==> src/hdl/ajs_pkg.sv <==
// Shared types and constants for the aging priority job scheduler.
// No dependencies. Used by the cell row, the top level and the checker.
package ajs_pkg;

	localparam int SLOTS_DEF = 16;
	localparam int SLOT_W    = 4;
	localparam int TIME_W    = 16;
	localparam int PRIO_W    = 32;

	typedef enum logic {
		OP_ADMIT = 1'b0,
		OP_TICK  = 1'b1
	} op_t;

	typedef struct packed {
		op_t               operation;
		logic [SLOT_W-1:0] job_slot;
		logic [TIME_W-1:0] start_time;
		logic [TIME_W-1:0] end_time;
	} in_t;

	typedef struct packed {
		logic [SLOT_W-1:0]        job_slot_out;
		logic [TIME_W-1:0]        ready_time;
		logic [TIME_W-1:0]        dispatch_time;
		logic [TIME_W-1:0]        leave_time;
		logic [TIME_W-1:0]        run_length;
		logic [TIME_W-1:0]        wait_ticks;
		logic signed [PRIO_W-1:0] dispatch_priority;
	} out_t;

	// candidate handed along the cell row during the minimum scan
	typedef struct packed {
		logic                     valid;
		logic [SLOT_W-1:0]        slot;
		logic [TIME_W-1:0]        start_time;
		logic [TIME_W-1:0]        end_time;
		logic [TIME_W-1:0]        wait_count;
		logic signed [PRIO_W-1:0] prio;
	} cand_t;

	// broadcast control from the sequencer to every cell
	typedef struct packed {
		logic              load;
		logic [SLOT_W-1:0] load_slot;
		logic [TIME_W-1:0] load_start;
		logic [TIME_W-1:0] load_end;
		logic              act;
		logic [TIME_W-1:0] cur_time;
		logic              age;
		logic              disp;
		logic [SLOT_W-1:0] disp_slot;
	} ctl_t;

endpackage

==> src/hdl/ajs_cell.sv <==
// One job slot of the scheduler row: slot state, activation, aging and one
// stage of the minimum scan. Depends on ajs_pkg.
module ajs_cell #(
	parameter int INDEX = 0
) (
	input  logic          clk,
	input  logic          arst_n,
	input  ajs_pkg::ctl_t  ctl,
	input  ajs_pkg::cand_t cand_in,
	output ajs_pkg::cand_t cand_out
);
	import ajs_pkg::*;

	logic                     pending_q;
	logic                     waiting_q;
	logic [TIME_W-1:0]        start_q;
	logic [TIME_W-1:0]        end_q;
	logic [TIME_W-1:0]        wcnt_q;
	logic signed [PRIO_W-1:0] prio_q;
	cand_t                    cand_q;

	logic                     load_hit;
	logic                     act_hit;
	logic                     disp_hit;
	logic                     take_own;
	logic [TIME_W-1:0]        wcnt_inc;
	logic signed [PRIO_W:0]   diff;
	logic signed [PRIO_W-1:0] prio_aged;
	cand_t                    own;

	assign load_hit = ctl.load && (INDEX == int'(ctl.load_slot));
	assign act_hit  = ctl.act && pending_q && (start_q == ctl.cur_time);
	assign disp_hit = ctl.disp && (INDEX == int'(ctl.disp_slot));

	assign wcnt_inc = (wcnt_q == {TIME_W{1'b1}}) ? wcnt_q : wcnt_q + TIME_W'(1);
	assign diff     = {prio_q[PRIO_W-1], prio_q} - $signed({1'b0, {(PRIO_W-TIME_W){1'b0}}, wcnt_inc});
	// only ever decreases, so a sign mismatch means it ran below the minimum
	assign prio_aged = (diff[PRIO_W] != diff[PRIO_W-1]) ?
		{1'b1, {(PRIO_W-1){1'b0}}} : diff[PRIO_W-1:0];

	assign own.valid      = waiting_q;
	assign own.slot       = SLOT_W'(INDEX);
	assign own.start_time = start_q;
	assign own.end_time   = end_q;
	assign own.wait_count = wcnt_q;
	assign own.prio       = prio_q;

	// strict less: ties stay with the lower slot coming down the row
	assign take_own = waiting_q && (!cand_in.valid || (prio_q < cand_in.prio));

	always_ff @(posedge clk or negedge arst_n) begin
		if (!arst_n) begin
			pending_q <= 1'b0;
			waiting_q <= 1'b0;
			cand_q    <= '0;
		end else begin
			cand_q <= take_own ? own : cand_in;
			priority if (load_hit) begin
				pending_q <= 1'b1;
				waiting_q <= 1'b0;
			end else if (act_hit) begin
				pending_q <= 1'b0;
				waiting_q <= 1'b1;
			end else if (ctl.age && waiting_q && disp_hit) begin
				waiting_q <= 1'b0;
			end
		end
	end

	always_ff @(posedge clk) begin
		priority if (load_hit) begin
			start_q <= ctl.load_start;
			end_q   <= ctl.load_end;
			wcnt_q  <= '0;
			prio_q  <= '0;
		end else if (act_hit) begin
			prio_q <= $signed({{(PRIO_W-TIME_W){1'b0}}, end_q});
			wcnt_q <= '0;
		end else if (ctl.age && waiting_q && !disp_hit) begin
			wcnt_q <= wcnt_inc;
			prio_q <= prio_aged;
		end
	end

	assign cand_out = cand_q;

endmodule

==> config.mk <==
export PLATFORM = sky130hd
export DESIGN_NAME = ajs_cell
export DESIGN_NICKNAME = d
export VERILOG_FILES = /design/src/hdl/ajs_pkg.sv /design/src/hdl/ajs_cell.sv
export SDC_FILE = /design/constraint.sdc
export NUM_CORES = 1
export LEC_CHECK = 0
export BUFFER_PORTS_ARGS = -buffer_cell sky130_fd_sc_hd__buf_2
export CORE_MARGIN = 1
export CORE_UTILIZATION = 57
export CTS_BUF_LIST = sky130_fd_sc_hd__clkbuf_8 sky130_fd_sc_hd__clkbuf_16
export CTS_CLUSTER_DIAMETER = 150
export DETAILED_ROUTE_END_ITERATION = 10
export PLACE_DENSITY = 0.83
export SYNTH_ARGS = -nofsm -noshare
export SYNTH_HDL_FRONTEND = slang
export SYNTH_SLANG_ARGS = --single-unit
==> constraint.sdc <==
create_clock -name clk -period 7.9 [get_ports clk]
set_clock_uncertainty 0.05 [all_clocks]
set_input_delay 2.37 -clock clk [delete_from_list [all_inputs] [get_ports clk]]
set_output_delay 2.37 -clock clk [all_outputs]
set_load 0.1 [all_outputs]
==> results.cfg <==
[run_status]
status = finished, violations left
failed_checks = design-rule violations

[setup_path]
critical_path_class = flip-flop to flip-flop
endpoint_kind = flip-flop
arrival_ps = 6760
crit_required_ps = 8200
path_max_fanout = 10
startpoint_type = flip-flop

[global_routing]
overflow = 0
antenna_found_initial = 1
grt_pass1_wl_um = 35200
grt_util_all_layers_pct = 29.0
grt_pass1_vias = 7025
grt_max_degree = 85

[final_layout]
final_cell_mix = buf_2 (230), dfrtp_1 (87), mux2_2 (78)
mostFrequentLayoutCell = buf_2
fin_nets = 1214
utilization_pct = 71.8
fillers = 1104
drive_gt1_share_pct = 35.5
syn2layout_area_growth_pct = 21.9
antenna-diode-count = 0

[floorplanning]
placementRows = 44
die_y_um = 125
core_area_um2 = 14600
io_pins = 232
die_w_um = 125
die-area_um2 = 15600
start_util_pct = 58.9

[timing]
setup_viol = 0
worst-slew-pin-transition_ps = 1130
period_share_pct = 81.8
fin_crit_ps = 6460
max_freq_mhz = 155
slew-limit-headroom_pct = 24.7
final_hold_viol_count = 0
report.final.slew_viol_count = 0
setup_tns_ps = 0
rsz0062_at_grt = no
fin_ws_ps = 1440

[route]
wl_per_cell_um = 17.8
drt_iter0_markers = 603
final_antenna_net_count = 0
via_count = 6994
wirelength_um = 21700
remaining_drc_errors = 24
post_drt_via_cell_ratio = 5.74
drtPass1Iterations = 8

[power]
power.density_nw_per_um2 = 197
vdd_drop_max_uv = 218
p_switching_uw = 584
switching_share_pct = 28.3
power_frac_comb_pct = 15.6
cellLeakagePower_uw = 0.00499
p_clk_share_pct = 40.0
intPower_uw = 1480
power_frac_seq_pct = 44.3

[place]
place_worst_setup_slack_ps = 1620
hpwl_um = 15900
port_buffers = 231
place_congestion = 0.936

[synth]
syn_nets = 994
synth_edf_count = 32
yosysSeqAreaShare_pct = 47.6
synth_flop_cell = dfrtp_1
syn_inst = 801
syn_area_um2 = 8620
synth.ff_latch_count = 167
yosysUniqueCellTypes = 64
async_flop_share_pct = 52.1
syn_avg_cell_area_um2 = 10.8
yosys_warnings = 0

[clocking]
clockBufferDepth = 2
cts_tree = built
cts_made_buffers = 17
clkLatencyLatePin_ps = 430
cts_resized = 0
cts_root_buf = clkbuf_16
post_cts_buffers = 0
hold_buffers = 0
cts.clk_slew.worst_paths_ps = 60
h-tree-depth = 4
cts_sinks = 167

[job]
maxCapViolations = 0

[hold_path]
min_path_type = flip-flop to flip-flop
## Yosys cell counts (8+ instances only)
master	count	area share (%)
a211oi_1	11	0.96
a21o_1	19	1.7
a21oi_1	39	2.3
a221oi_1	8	0.81
and2_1	9	0.65
and3_1	18	1.3
clkbuf_1	25	1.1
dfrtp_1	87	25
dfxtp_1	48	11
edfxtp_1	32	11
ha_1	45	6.5
inv_1	45	2.0
mux2_2	78	10
nand2_1	35	1.5
nand2b_1	9	0.65
nand3_1	25	1.5
nand4_1	11	0.80
nor2_1	53	2.3
nor3_1	19	1.1
o21ai_0	20	1.2
xnor2_1	31	3.1
xor2_1	19	1.9
## registers in the layout (all words and copies together) (netlist names), named ones only
| signal | cells |
|---|---|
| end_q | 16 |
| wcnt_q | 14 |
| waiting_q | 1 |
| start_q | 16 |
| pending_q | 1 |
| prio_q | 32 |
| cand_out | 85 |
## through the flow
step	hold slack (ps)	cells	instance area, µm²	total power, µW
final	464	1218	10500	2070
after global routing	470	1218	10500	2130
after CTS	461	1218	10500	2080
after detailed placement	446	1186	9930	1260
after global placement	437	1186	9930	1250
after floorplan	399	801	8620	1160
## critical path, cell delays in order (launching register included)
cell,delay (ps)
dfxtp_1,440
ha_1,360
nand4_4,170
nor4_2,840
nand2_1,110
nand2_1,130
inv_1,50
ha_1,260
nor2b_1,290
o31ai_1,100
or3_1,350
a2111oi_1,660
o211ai_2,170
nand3_1,190
a21oi_1,130
o2111ai_1,220
xor2_1,170
ha_1,330
nor3_1,930
nand2b_1,260
o22ai_1,170
## kinds of logic after synthesis
logic type / share of synthesized area (%)
adders and majority gates: 7.58
buffers and inverters: 3.57
and+or+nand+nor: 13.6
AOI/OAI and AO/OA: 11.7
muxes: 10.9
DFF: 47.6
xor gates and xnor gates: 5.08
## metal layers
metal  vias to the layer above  routed length (µm)  GRT usage, %
met5                         -                  13             0
li1                       3343                   -             -
met3                        45                1300          6.63
met2                       242               10900          49.2
met1                      3362                8960          36.0
met4                         2                 552          11.8
## path summary, 6_finish.rpt
| check | cells past startpoint | start | slack [ps] | endpoint |
|---|---|---|---|---|
| max | 20 | wcnt_q[0]$_SDFFE_PP0P_ | 1440 | prio_q[15]$_SDFFE_PP0P_ |
| min | 1 | pending_q$_DFFE_PN0P_ | 460 | pending_q$_DFFE_PN0P_ |
| max reg2reg | 20 | wcnt_q[0]$_SDFFE_PP0P_ | 1440 | prio_q[15]$_SDFFE_PP0P_ |
| min reg2reg | 1 | pending_q$_DFFE_PN0P_ | 460 | pending_q$_DFFE_PN0P_ |
| max in group asynchronous | 2 | arst_n | 4890 | cand_out[47]$_DFF_PN0_ |
| min in group asynchronous | 1 | arst_n | 1890 | cand_out[76]$_DFF_PN0_ |
## power groups by stage
stage | Sequential [µW] | Combinational, µW | Clock (µW)
2_1_floorplan | 1100 | 68.9 | 0
3_5_place_dp | 932 | 323 | 0
4_1_cts | 915 | 324 | 839
3_3_place_gp | 931 | 318 | 0
6_report | 915 | 323 | 827
5_1_grt | 917 | 341 | 876
## area by class of cell
class	count	area [µm²]	share of cell area (%)
timing repair buffer	236	1200	11.4
clock buffer	18	439	4.18
inverter	45	169	1.61
clock inverter	14	144	1.37
multi-input combinational	554	4230	40.3
sequential	167	4100	39.0
tap	184	230	2.19
No activity file was read; power rests on OpenSTA's default activity.
